--- src/sv/rlrsm_pkg.sv ---
// ----------------------------------------------------------------------------
// rlrsm_pkg: shared types and constants for the row long-run span marker
// Word formats, configuration register indexes, reset values and helpers.
// ----------------------------------------------------------------------------
package rlrsm_pkg;

  // Default maximum row width in pixels
  localparam int unsigned MAX_WIDTH_DEF = 4096;

  // Field widths fixed by the word formats
  localparam int unsigned PIX_W  = 8;
  localparam int unsigned SPAN_W = 12;
  localparam int unsigned LEN_W  = 13;
  localparam int unsigned THR_W  = 9;

  // Configuration port
  localparam int unsigned CFG_IDX_W  = 2;
  localparam int unsigned CFG_DATA_W = 13;

  localparam logic [CFG_IDX_W-1:0] CFG_LENGTH_FLOOR    = 2'd0;
  localparam logic [CFG_IDX_W-1:0] CFG_INTENSITY_FLOOR = 2'd1;
  localparam logic [CFG_IDX_W-1:0] CFG_EDGE_THRESHOLD  = 2'd2;
  localparam logic [CFG_IDX_W-1:0] CFG_JOIN_THRESHOLD  = 2'd3;

  // Register reset values
  localparam logic [LEN_W-1:0] LENGTH_FLOOR_RST    = 13'd15;
  localparam logic [THR_W-1:0] INTENSITY_FLOOR_RST = 9'd0;
  localparam logic [PIX_W-1:0] EDGE_THRESHOLD_RST  = 8'd50;
  localparam logic [THR_W-1:0] JOIN_THRESHOLD_RST  = 9'd150;

  // Largest intensity floor that still enables clearing
  localparam logic [THR_W-1:0] INTENSITY_MAX = 9'd255;

  // Input word
  typedef struct packed {
    logic [PIX_W-1:0] pixel;
    logic             row_last;
  } in_t;

  // Result word
  typedef struct packed {
    logic              span_valid;
    logic [SPAN_W-1:0] span_first;
    logic [SPAN_W-1:0] span_final;
    logic              row_done;
  } out_t;

  // Configuration registers as seen by the datapath
  typedef struct packed {
    logic [LEN_W-1:0] length_floor;
    logic [THR_W-1:0] intensity_floor;
    logic [PIX_W-1:0] edge_threshold;
    logic [THR_W-1:0] join_threshold;
  } cfg_t;

  // Absolute difference of two pixel values
  function automatic logic [PIX_W-1:0] abs_diff(logic [PIX_W-1:0] a, logic [PIX_W-1:0] b);
    return (a > b) ? (a - b) : (b - a);
  endfunction

endpackage

--- src/sv/rlrsm_core.sv ---
// ----------------------------------------------------------------------------
// rlrsm_core: per-pixel run tracking and span decision
// Holds the row state, decides run ends and joins for the current pixel and
// advances the state by one pixel on each step.
// ----------------------------------------------------------------------------
module rlrsm_core #(
  parameter int unsigned MAX_WIDTH = rlrsm_pkg::MAX_WIDTH_DEF
) (
  input  logic             clk,
  input  logic             rst,
  input  logic             step,
  input  rlrsm_pkg::in_t   word,
  input  rlrsm_pkg::cfg_t  cfg,
  output rlrsm_pkg::out_t  res,
  output logic             res_hit
);
  import rlrsm_pkg::*;

  localparam int unsigned COL_W = (MAX_WIDTH > 2) ? $clog2(MAX_WIDTH) : 1;
  localparam int unsigned CMP_W = (COL_W > LEN_W) ? COL_W : LEN_W;
  localparam logic [COL_W-1:0] COL_LAST = COL_W'(MAX_WIDTH - 1);

  // Row state
  logic [COL_W-1:0] column;
  logic [PIX_W-1:0] prior_pixel;
  logic [COL_W-1:0] run_begin;
  logic [PIX_W-1:0] run_begin_value;
  logic [COL_W-1:0] prev_run_end;
  logic [PIX_W-1:0] prev_run_end_value;
  logic             have_prev_run;

  logic             last;
  logic [PIX_W-1:0] begin_value;
  logic             run_end;
  logic [COL_W-1:0] run_len;
  logic             accept;
  logic             merge;
  logic [COL_W-1:0] first;
  logic             valid;

  // Decide run end, acceptance and join for the current pixel
  always_comb begin
    last        = word.row_last || (column == COL_LAST);
    begin_value = (column == run_begin) ? word.pixel : run_begin_value;
    run_end     = (column != '0) &&
                  ((abs_diff(word.pixel, prior_pixel) > cfg.edge_threshold) || last);
    run_len     = column - run_begin;
    accept      = run_end && ((CMP_W'(run_len) > CMP_W'(cfg.length_floor)) || last);
    merge       = have_prev_run &&
                  ({1'b0, abs_diff(begin_value, prev_run_end_value)} < cfg.join_threshold) &&
                  ((COL_W+1)'(run_begin) <= ((COL_W+1)'(prev_run_end) + (COL_W+1)'(1)));
    first       = merge ? prev_run_end : run_begin;
    valid       = accept && (first < column) && (cfg.intensity_floor <= INTENSITY_MAX);

    res.span_valid = valid;
    res.span_first = valid ? SPAN_W'(first) : '0;
    res.span_final = valid ? SPAN_W'(column - COL_W'(1)) : '0;
    res.row_done   = last;
    res_hit        = valid || last;
  end

  // Advance the row state by one pixel
  always_ff @(posedge clk) begin
    if (rst) begin
      column             <= '0;
      prior_pixel        <= '0;
      run_begin          <= '0;
      run_begin_value    <= '0;
      prev_run_end       <= '0;
      prev_run_end_value <= '0;
      have_prev_run      <= 1'b0;
    end else if (step) begin
      prior_pixel <= word.pixel;
      if (column == run_begin) begin
        run_begin_value <= word.pixel;
      end
      if (accept) begin
        prev_run_end       <= column;
        prev_run_end_value <= word.pixel;
      end
      if (last) begin
        column        <= '0;
        run_begin     <= '0;
        have_prev_run <= 1'b0;
      end else begin
        column <= column + COL_W'(1);
        if (run_end) begin
          run_begin <= column + COL_W'(1);
        end
        if (accept) begin
          have_prev_run <= 1'b1;
        end
      end
    end
  end

endmodule

--- src/sv/row_long_run_span_marker.sv ---
// ----------------------------------------------------------------------------
// row_long_run_span_marker: reports spans of long flat runs in an image row
// Input register, per-pixel run logic and result register, one pixel a clock.
// ----------------------------------------------------------------------------
// Feed the pixels of a row left to right, one word per pixel, with row_last
// on the final pixel (a pixel at column MAX_WIDTH-1 also ends the row). The
// block takes one pixel per clock while the result register is not stalled.
// A pixel waits in the input register, passes the run logic and its result
// word is loaded into the result register; a result word that is not taken
// holds the next pixel in the input register. Each pixel passes the run-state
// update in the core once. A result word appears only when a span is to be
// cleared or the row ends; spans with columns above 4095 wrap to 12 bits.
// Configuration is written through cfg_we/cfg_index/cfg_data while idle.
module row_long_run_span_marker #(
  parameter int unsigned MAX_WIDTH = rlrsm_pkg::MAX_WIDTH_DEF
) (
  input  logic                                clk,
  input  logic                                rst,
  input  logic                                px_valid,
  output logic                                px_ready,
  input  rlrsm_pkg::in_t                      px_data,
  output logic                                res_valid,
  input  logic                                res_ready,
  output rlrsm_pkg::out_t                     res_data,
  input  logic                                cfg_we,
  input  logic [rlrsm_pkg::CFG_IDX_W-1:0]     cfg_index,
  input  logic [rlrsm_pkg::CFG_DATA_W-1:0]    cfg_data
);
  import rlrsm_pkg::*;

  cfg_t  cfg;
  logic  hold_valid;
  in_t   hold_word;
  logic  advance;
  out_t  core_res;
  logic  core_hit;

  // Write configuration registers
  always_ff @(posedge clk) begin
    if (rst) begin
      cfg.length_floor    <= LENGTH_FLOOR_RST;
      cfg.intensity_floor <= INTENSITY_FLOOR_RST;
      cfg.edge_threshold  <= EDGE_THRESHOLD_RST;
      cfg.join_threshold  <= JOIN_THRESHOLD_RST;
    end else if (cfg_we) begin
      unique case (cfg_index)
        CFG_LENGTH_FLOOR:    cfg.length_floor    <= cfg_data;
        CFG_INTENSITY_FLOOR: cfg.intensity_floor <= cfg_data[THR_W-1:0];
        CFG_EDGE_THRESHOLD:  cfg.edge_threshold  <= cfg_data[PIX_W-1:0];
        CFG_JOIN_THRESHOLD:  cfg.join_threshold  <= cfg_data[THR_W-1:0];
        default: ;
      endcase
    end
  end

  // Move the held word into the core when the result register is free
  assign advance  = hold_valid && (!res_valid || res_ready);
  assign px_ready = !hold_valid || advance;

  // Hold the incoming word
  always_ff @(posedge clk) begin
    if (rst) begin
      hold_valid <= 1'b0;
    end else if (px_ready) begin
      hold_valid <= px_valid;
    end
  end

  always_ff @(posedge clk) begin
    if (px_ready && px_valid) begin
      hold_word <= px_data;
    end
  end

  rlrsm_core #(
    .MAX_WIDTH (MAX_WIDTH)
  ) u_core (
    .clk     (clk),
    .rst     (rst),
    .step    (advance),
    .word    (hold_word),
    .cfg     (cfg),
    .res     (core_res),
    .res_hit (core_hit)
  );

  // Load the result register, drop the word once taken
  always_ff @(posedge clk) begin
    if (rst) begin
      res_valid <= 1'b0;
    end else if (advance) begin
      res_valid <= core_hit;
    end else if (res_ready) begin
      res_valid <= 1'b0;
    end
  end

  always_ff @(posedge clk) begin
    if (advance && core_hit) begin
      res_data <= core_res;
    end
  end

`ifndef NO_ASSERTIONS
  // A held word that cannot advance stays put
  a_hold_keeps: assert property (@(posedge clk) disable iff (rst)
    hold_valid && !advance |=> hold_valid && $stable(hold_word))
    else $error("held pixel word lost or changed while stalled");

  // A result word carries a span or marks the row end
  a_res_cause: assert property (@(posedge clk) disable iff (rst)
    res_valid |-> res_data.span_valid || res_data.row_done)
    else $error("result word with neither span nor row end");

  // A result without a span has zero columns
  a_no_span_zero: assert property (@(posedge clk) disable iff (rst)
    res_valid && !res_data.span_valid |->
      res_data.span_first == '0 && res_data.span_final == '0)
    else $error("span columns set on a result without a span");

  // A span runs forward when columns fit the result fields
  a_span_order: assert property (@(posedge clk) disable iff (rst)
    res_valid && res_data.span_valid && (MAX_WIDTH <= 4096) |->
      res_data.span_first <= res_data.span_final)
    else $error("span ends before it begins");
`endif

endmodule

--- config.mk ---
export PLATFORM = sky130hd
export DESIGN_NAME = row_long_run_span_marker
export DESIGN_NICKNAME = d
export VERILOG_FILES = /design/src/sv/rlrsm_pkg.sv /design/src/sv/rlrsm_core.sv /design/src/sv/row_long_run_span_marker.sv
export SDC_FILE = /design/constraint.sdc
export NUM_CORES = 1
export LEC_CHECK = 0
export BUFFER_PORTS_ARGS = -buffer_cell sky130_fd_sc_hd__clkbuf_2
export CAP_MARGIN = 40
export CELL_PAD_IN_SITES_DETAIL_PLACEMENT = 2
export CELL_PAD_IN_SITES_GLOBAL_PLACEMENT = 2
export CORE_MARGIN = 1
export CORE_UTILIZATION = 30
export CTS_BUF_LIST = sky130_fd_sc_hd__clkbuf_4
export DETAILED_ROUTE_END_ITERATION = 12
export PLACE_DENSITY_LB_ADDON = 0.1
export SLEW_MARGIN = 40
export SYNTH_ARGS = -nofsm -noshare
export SYNTH_HDL_FRONTEND = slang
export SYNTH_SLANG_ARGS = --single-unit
--- constraint.sdc ---
create_clock -name clk -period 9.9 [get_ports clk]
set_clock_uncertainty 0.2 [all_clocks]
set_input_delay 1.98 -clock clk [delete_from_list [all_inputs] [get_ports clk]]
set_output_delay 1.98 -clock clk [all_outputs]
set_load 0.03 [all_outputs]
==> run summary, run 1 <==
Outcome = finished, final reports clean
Initial Util = 0.305
Die footprint = 28900 um^2
Final hold vios = 0
Share of the yosys chip area belonging to registers = 0.346
Via-to-Cell Ratio = 5.02
Initial antenna violation count = 1
CTS max path bufs = 2
IO Count = 57
Main synth FF type = dfxtp_1
Slew HR = 0.383
Worst path required time = 9.94 ns
Crit path max-delay cell type = dfxtp_1
Fill count = 3220
Crit path DAT = 9.05 ns
Layout cell share with drive strength beyond 1 = 0.132
DRC Markers = 0
First-pass GRT wire length = 43800 um
Initial DRC Count = 360
Max-cap violation count = 0
Max Clock Freq = 111 MHz
Tmin final = 9.01 ns
Syn. warnings = 0
Hold Path Class = reg2reg
First drt pass iteration count = 4
Worst Max-Slew Pin Slew = 0.914 ns
Clock insertion delay at the later pin of the skew report = 0.58 ns
Slew Limit Fails = 0
Routed vias = 7057
Delay-heaviest family, CP = compound AO/OA/AOI/OAI gates
Final setup viols = 0
Post-Route WL = 27800 um
Die width = 170 um
Multi-input gate area = 4980 um^2
Leak = 3.80 nW
Final period utilization = 0.910
Placeable Area = 27800 um^2
CTS Hold Bufs = 0
Global placement routability congestion = 0.784
#FFs+latches synth = 129
CTS clk-pin slew, worst paths = 0.13 ns
Final #Nets = 1143
Clock sinks = 129
Root buffer cell = clkbuf_4
IO Port Bufs = 56
Register area = 2930 um^2
Num CTS Buffers = 17
GRT Resource Usage Total = 0.202
RSZ-0062 raised after global routing = false
Placed Instances = 1373
EDFF count, synth = 35
Synthesized cell area = 8470 um^2
Synthesized instance count = 972
Syn avg cell area = 8.71 um^2
Row cnt = 61
P per Cell Area = 122 nW/um^2
Peak VDD IR = 53.3 uV
Worst slack at placement = 0.728 ns
Setup slack after layout = 0.892 ns
WL per Instance = 19.8 um
Async SR Flop Fraction = 0
Yosys cell types = 77
Routed Antenna Nets = 0
Synth-to-Final Area Change = 10.7%
Critical Path Sink Type = register
Post-CTS Setup Inserts = 0
Post-CTS resize count = 0
Via count of the first global-routing pass = 7398
Final TNS setup = 0 ns
CP max FO = 26
DP HPWL = 21300 um
Crit Path Category = reg2reg
Worst Setup Start Kind = register
Most frequent cell on the critical path = ha_1
Die Span Y = 170 um
Syn Nets = 1101
Total gr overflow = 0
CP peak stage delay = 0.63 ns
WP buf/inv = 3
H-tree Lvls = 4
CTS tree = yes
Largest net degree at the start of global routing = 64
Final Non-Filler Cells = 1406
Yosys cell counts, drive strengths merged, types with 3 or more instances:
cell type / number / area (um^2)
o21ai: 39 / 199
nor4: 5 / 46.3
a211oi: 9 / 77.6
a21oi: 81 / 413
inv: 95 / 357
o21bai: 4 / 41.3
edfxtp: 35 / 1050
nand3: 20 / 105
a211o: 9 / 80.1
a21o: 17 / 128
o2bb2ai: 8 / 70.1
mux2i: 37 / 370
xnor2: 34 / 298
nand2: 106 / 398
and4: 3 / 26.3
and3: 8 / 50.1
o2111ai: 4 / 35.0
nor2b: 23 / 144
nor3: 10 / 55.1
nand3b: 7 / 52.6
buf: 19 / 131
nand2b: 7 / 43.8
a31oi: 4 / 31.3
a2111oi: 3 / 27.5
fa: 5 / 100
mux2: 8 / 93.8
xor2: 16 / 140
nand4: 17 / 106
ha: 95 / 1190
dfxtp: 94 / 1880
a22o: 3 / 26.3
clkbuf: 26 / 98.8
nor2: 89 / 339
layout make-up:
type                    instances  share of cell area
multi-input cells             703               0.531
flip-flops and latches        129               0.313
clock buffers                  17              0.0136
repair buffers                 68              0.0395
well taps                     378              0.0505
diodes                          1            0.000267
inverters                      95              0.0380
clock inverters                15              0.0140
path summary, 6_finish.rpt:
check,slack (ns),cells after the start,from,to
min,0.27,2,u_core.prior_pixel[7],u_core.prior_pixel[7]
max,0.89,31,u_core.column[0],res_data[12]
max reg2reg,0.89,31,u_core.column[0],res_data[12]
min reg2reg,0.27,2,u_core.prior_pixel[7],u_core.prior_pixel[7]
cells by family after synthesis:
family                   share of synthesized area
flip-flops                                   0.346
XOR/XNOR                                    0.0517
buffers and inverters                       0.0693
AND/OR/NAND/NOR                              0.172
AO/OA/AOI/OAI                                0.154
multiplexers                                0.0548
adder cells (fa/ha/maj)                      0.152
cells in the final DEF, fill, tap and decap left out, drive strengths merged, types with 5 or more instances in the layout:
| master | netlist | layout |
|---|---|---|
| nand2b | 7 | 7 |
| mux2i | 37 | 37 |
| dfxtp | 94 | 94 |
| xor2 | 16 | 16 |
| nor4 | 5 | 5 |
| a211o | 9 | 9 |
| nor2 | 89 | 89 |
| buf | 19 | 13 |
| fa | 5 | 5 |
| a211oi | 9 | 9 |
| edfxtp | 35 | 35 |
| o21ai | 39 | 39 |
| xnor2 | 34 | 34 |
| o2bb2ai | 8 | 8 |
| mux2 | 8 | 8 |
| a21oi | 81 | 81 |
| nand4 | 17 | 17 |
| a21o | 17 | 17 |
| nor2b | 23 | 23 |
| nand3 | 20 | 20 |
| inv | 95 | 102 |
| and3 | 8 | 8 |
| nand2 | 106 | 106 |
| nand3b | 7 | 7 |
| clkinv | 0 | 5 |
| ha | 95 | 95 |
| nor3 | 10 | 10 |
| clkbuf | 26 | 72 |
flip-flops by register name (all words and copies together) (netlist names):
name and flops:
res_valid 1, hold_valid 1, u_core.have_prev_run 1, cfg 31
u_core.column 12, u_core.prev_run_end 12, res_data 26, u_core.run_begin_value 8
hold_word 9, u_core.prior_pixel 8, u_core.run_begin 12, u_core.prev_run_end_value 8
tightest hold or removal path, stage by stage, from the launching register on:
cell	delay (ns)
dfxtp_1	0.34
nand2_1	0.05
a21oi_1	0.05
through the flow:
stage	power, mW	area [um^2]	util	hold slack, ns
detailed placement	0.789	9100	0.328	0.252
floorplan	0.724	8470	-	0.234
finish	1.14	9370	0.337	0.270
global placement	0.785	9090	0.327	0.244
global route	1.22	9370	0.337	0.294
CTS	1.17	9360	0.337	0.270
metal layers:
layer / part of all wire / vias to the layer above / global-route usage / routed length (um)
li1: - / 3433 / - / -
met2: 0.43 / 83 / 0.310 / 12000
met5: 0 / - / 0 / 0
met3: 0.037 / 21 / 0.0288 / 1020
met1: 0.52 / 3520 / 0.296 / 14500
met4: 0.010 / 0 / 0.0423 / 289
where the power goes:
part           internal (mW)  switching, mW
clock                  0.127          0.240
sequential             0.555         0.0114
combinational         0.0817          0.127
total                  0.764          0.379
Note: power is estimated with default switching activity, not from simulation.
==> run 2, diff against run 1 <==
Settings changed: BUFFER_PORTS_ARGS -buffer_cell sky130_fd_sc_hd__clkbuf_2 to unset, CORE_MARGIN 1 to unset, DONT_BUFFER_PORTS set to 1, SYNTH_HIERARCHICAL set to 1.
==> run summary, run 2 <==
Outcome = finished, final reports clean
H-tree Lvls = 4
Root buffer cell = clkbuf_4
Max-cap violation count = 0
Commonest cells after routing, fill and taps aside = nor2_1, inv_1, dfxtp_1, ha_1, mux2i_1
Via count of the first global-routing pass = 7612
IO Port Bufs = 0
Reg2reg path depth = 33
Syn. warnings = 6
Placeable Area = 29000 um^2
CTS Hold Bufs = 0
First-pass GRT wire length = 45500 um
Final period utilization = 0.916
Leak = 3.71 nW
Crit Reg-Reg Endpoint = res_data[18]
Syn avg cell area = 9.05 um^2
Num CTS Buffers = 17
Crit Path Category = reg2reg
Routed Antenna Nets = 0
Die width = 175 um
Global placement routability congestion = 0.808
Die footprint = 30600 um^2
Total gr overflow = 0
Max Clock Freq = 110 MHz
DP HPWL = 22300 um
Tmin final = 9.07 ns
Post-CTS Setup Inserts = 0
Final core occ = 0.330
Worst setup path startpoint = u_core/column[6]
Multi-input gate area = 5420 um^2
Worst Max-Slew Pin Slew = 0.774 ns
WL per Instance = 21.3 um
Largest register by flop count = cfg
Largest net degree at the start of global routing = 113
Final #Nets = 1095
Die Span Y = 175 um
Reg2reg start = u_core/column[6]
Routed vias = 7104
Post-Route WL = 29100 um
Commonest non-fill, non-tap cell in the layout = nor2_1
First drt pass iteration count = 4
P per Cell Area = 123 nW/um^2
CP peak stage delay = 0.68 ns
Crit path DAT = 9.13 ns
Initial DRC Count = 289
Initial antenna violation count = 1
Most frequent cell on the critical path = ha_1
IO Count = 57
Register area = 2930 um^2
Layout cell share with drive strength beyond 1 = 0.0857
Flop2flop setup slack = 0.83 ns
RSZ-0062 raised after global routing = false
Slew HR = 0.479
Clock sinks = 129
DRC Markers = 0
CTS clk-pin slew, worst paths = 0.13 ns
Delay-heaviest family, CP = simple AND/OR/NAND/NOR gates
CP max FO = 26
Syn Nets = 1118
Final setup viols = 0
Crit path max-delay cell type = dfxtp_1
Worst path required time = 9.97 ns
Worst Setup Start Kind = register
Post-CTS resize count = 0
Clock insertion delay at the later pin of the skew report = 0.59 ns
Row cnt = 62
Critical Path Sink Type = register
Max reg flops = 31
Biggest regs = cfg (31), res_data (26)
WP buf/inv = 4
Worst path depth = 33
Initial Util = 0.309
CTS tree = yes
Crit path capture = res_data[18]
Synth-to-Final Area Change = 6.77%
Hold Path Class = reg2reg
Peak VDD IR = 66.6 uV
CTS max path bufs = 2
Synthesized cell area = 8960 um^2
Fill count = 3259
Synthesized instance count = 990
Via-to-Cell Ratio = 5.20
GRT Resource Usage Total = 0.196
Final hold vios = 0
Slew Limit Fails = 0
Final TNS setup = 0 ns
[run 2: worst register-to-register path, delay by kind of cell (launching register included)]
kind                     cells  cell delay, ns
adder cells (fa/ha/maj)      4            1.23
AO/OA/AOI/OAI               11            2.08
multiplexers                 2            0.79
buffers and inverters        4            0.94
AND/OR/NAND/NOR             11            2.66
XOR/XNOR                     1            0.15
flip-flops                   1            0.68
[run 2: final cells by class]
cell class / instances / area share
multi-input cells: 710 / 0.567
diodes: 2 / 0.000523
repair buffers: 12 / 0.00941
clock buffers: 18 / 0.0141
inverters: 97 / 0.0380
clock inverters: 14 / 0.0144
flip-flops and latches: 129 / 0.306
well taps: 384 / 0.0502
[run 2: stage by stage]
step	hold slack [ns]	power, mW	cell area, um^2	worst slack, ns	cells
5_1_grt	0.314	1.24	9570	0.0919	1365
6_report	0.289	1.18	9570	0.834	1366
3_5_place_dp	0.273	0.812	9290	0.870	1332
2_1_floorplan	0.248	0.749	8960	0.901	990
3_3_place_gp	0.258	0.807	9270	1.22	1332
4_1_cts	0.294	1.20	9560	0.840	1364
[run 2: per-layer routing]
| layer | wire length [um] | track usage | share of wire | vias to the layer above |
|---|---|---|---|---|
| met1 | 14800 | 0.276 | 0.51 | 3561 |
| li1 | - | - | - | 3421 |
| met4 | 311 | 0.0424 | 0.011 | 0 |
| met5 | 0 | 0 | 0 | - |
| met2 | 13000 | 0.310 | 0.45 | 101 |
| met3 | 977 | 0.0374 | 0.034 | 21 |
[run 2: power by group]
group	switching (mW)	internal [mW]	leakage, nW
Sequential	0.0183	0.556	1.09
Combinational	0.134	0.0881	2.48
Clock	0.228	0.151	0.138
[run 2: worst min path at each step]
stage,startpoint,to,slack (ns),cells past startpoint
after floorplan,cfg[12],cfg[12],0.25,2
after global placement,cfg[15],cfg[15],0.26,2
after detailed placement,cfg[33],cfg[33],0.27,2
after CTS,cfg[30],cfg[30],0.29,2
after global routing,cfg[30],cfg[30],0.31,2
final,cfg[30],cfg[30],0.29,2
==> run 3, diff against run 2 <==
Settings changed: ABC_AREA set to 1.
==> run summary, run 3 <==
Die Span Y = 173 um
WL per Instance = 18.6 um
Synth-to-Final Area Change = 7.07%
Commonest cells after routing, fill and taps aside = nand2_1, inv_1, nor2_1
Commonest non-fill, non-tap cell in the layout = nand2_1
Syn avg cell area = 7.26 um^2
Post-CTS resize count = 0
Outcome = finished, final reports clean
Crit path max-delay cell type = o21ai_0
Critical Path Sink Type = register
Final setup viols = 0
Num CTS Buffers = 17
Clock sinks = 129
Post-Route WL = 29500 um
Most frequent cell on the critical path = nand2_1
Final period utilization = 0.882
Final TNS setup = 0 ns
Largest net degree at the start of global routing = 37
Routed Antenna Nets = 0
Worst slack at placement = 1.19 ns
Max Clock Freq = 115 MHz
Worst Setup Start Kind = register
Global placement routability congestion = 0.826
Worst path required time = 9.93 ns
Final #Nets = 1317
Synthesized cell area = 8780 um^2
First-pass GRT wire length = 47300 um
Initial antenna violation count = 1
Die footprint = 30000 um^2
Worst Max-Slew Pin Slew = 0.663 ns
DP HPWL = 23000 um
P per Cell Area = 193 nW/um^2
Initial Util = 0.305
Layout cell share with drive strength beyond 1 = 0.0566
H-tree Lvls = 4
Via count of the first global-routing pass = 8246
Row cnt = 62
DRC Markers = 0
GRT Resource Usage Total = 0.205
Synthesized instance count = 1209
Routed vias = 7676
Tmin final = 8.73 ns
RSZ-0062 raised after global routing = false
Crit path DAT = 8.75 ns
CP max FO = 26
Placeable Area = 28800 um^2
Initial DRC Count = 267
First drt pass iteration count = 7
Max-cap violation count = 0
Die width = 173 um
CTS clk-pin slew, worst paths = 0.12 ns
CTS max path bufs = 2
Slew Limit Fails = 0
Crit Path Category = reg2reg
Syn Nets = 1337
Total gr overflow = 0
Syn. warnings = 6
Largest register by flop count = cfg
CP peak stage delay = 0.63 ns
IO Count = 57
Via-to-Cell Ratio = 4.84
Biggest regs = cfg (31), res_data (26)
IO Port Bufs = 0
Hold Path Class = reg2reg
Peak VDD IR = 63.0 uV
Flop2flop setup slack = 1.17 ns
Setup slack after layout = 1.17 ns
Root buffer cell = clkbuf_4
CTS Hold Bufs = 0
Leak = 4.43 nW
Slew HR = 0.557
Max reg flops = 31
Post-CTS Setup Inserts = 0
Final hold vios = 0
Clock insertion delay at the later pin of the skew report = 0.57 ns
CTS tree = yes
[run 3: cell count changes in the layout (fill, tap and decap cells not counted), sizes merged, moves of 12 or more]
| cell | delta |
|---|---|
| nor2b | -12 |
| xor2 | +31 |
| nor2 | +54 |
| nor3 | -30 |
| mux2i | -75 |
| o21ai | +37 |
| inv | +112 |
| a21oi | +45 |
| nand2b | -36 |
| nor3b | -13 |
| xnor2 | -31 |
| nand2 | +201 |
| nand3 | +32 |
[run 3: cell type report]
class                      instances  area, um^2
fill                            3459       19400
multi-input combinational        826        4860
sequential                       129        2930
inverter                         208         783
tap                              384         480
clock inverter                    14         156
clock buffer                      18         135
timing repair buffer               7        52.6
antenna                            1        2.50
[run 3: worst paths after layout]
path / startpoint / end / depth (start not counted)
min: u_core/prev_run_end_value[7] / u_core/prev_run_end_value[7] / 2
max reg2reg: u_core/column[0] / res_data[18] / 37
min reg2reg: u_core/prev_run_end_value[7] / u_core/prev_run_end_value[7] / 2
max: u_core/column[0] / res_data[18] / 37
[run 3: report_power, final]
group	total (mW)	internal, mW	switching, mW
clock network	0.399	0.157	0.242
logic	0.760	0.271	0.490
registers	0.652	0.595	0.0576
total	1.81	1.02	0.789
[run 3: critical path, delay by kind of cell, from the launching register on]
| kind | cells | cell delay (ns) |
|---|---|---|
| fa+ha+maj | 4 | 1.42 |
| buf+inv | 6 | 0.84 |
| simple gates | 14 | 2.55 |
| xor+xnor | 1 | 0.16 |
| flops | 1 | 0.49 |
| compound gates | 12 | 2.70 |
[run 3: per-layer routing]
metal | wire length (um) | GRT usage | vias to the layer above | part of all wire
li1 | - | - | 3834 | -
met5 | 0 | 0 | - | 0
met1 | 15400 | 0.291 | 3750 | 0.52
met3 | 737 | 0.0339 | 12 | 0.025
met4 | 216 | 0.0361 | 0 | 0.0073
met2 | 13100 | 0.328 | 80 | 0.44
[run 3: stage by stage]
step | cell area [um^2] | util | power (mW) | instances | hold WS (ns)
floorplan | 8780 | - | 1.21 | 1209 | 0.226
global placement | 9090 | 0.316 | 1.41 | 1554 | 0.243
detailed placement | 9100 | 0.316 | 1.43 | 1554 | 0.252
CTS | 9390 | 0.326 | 1.85 | 1586 | 0.282
global route | 9400 | 0.327 | 1.97 | 1587 | 0.290
finish | 9400 | 0.327 | 1.81 | 1587 | 0.276
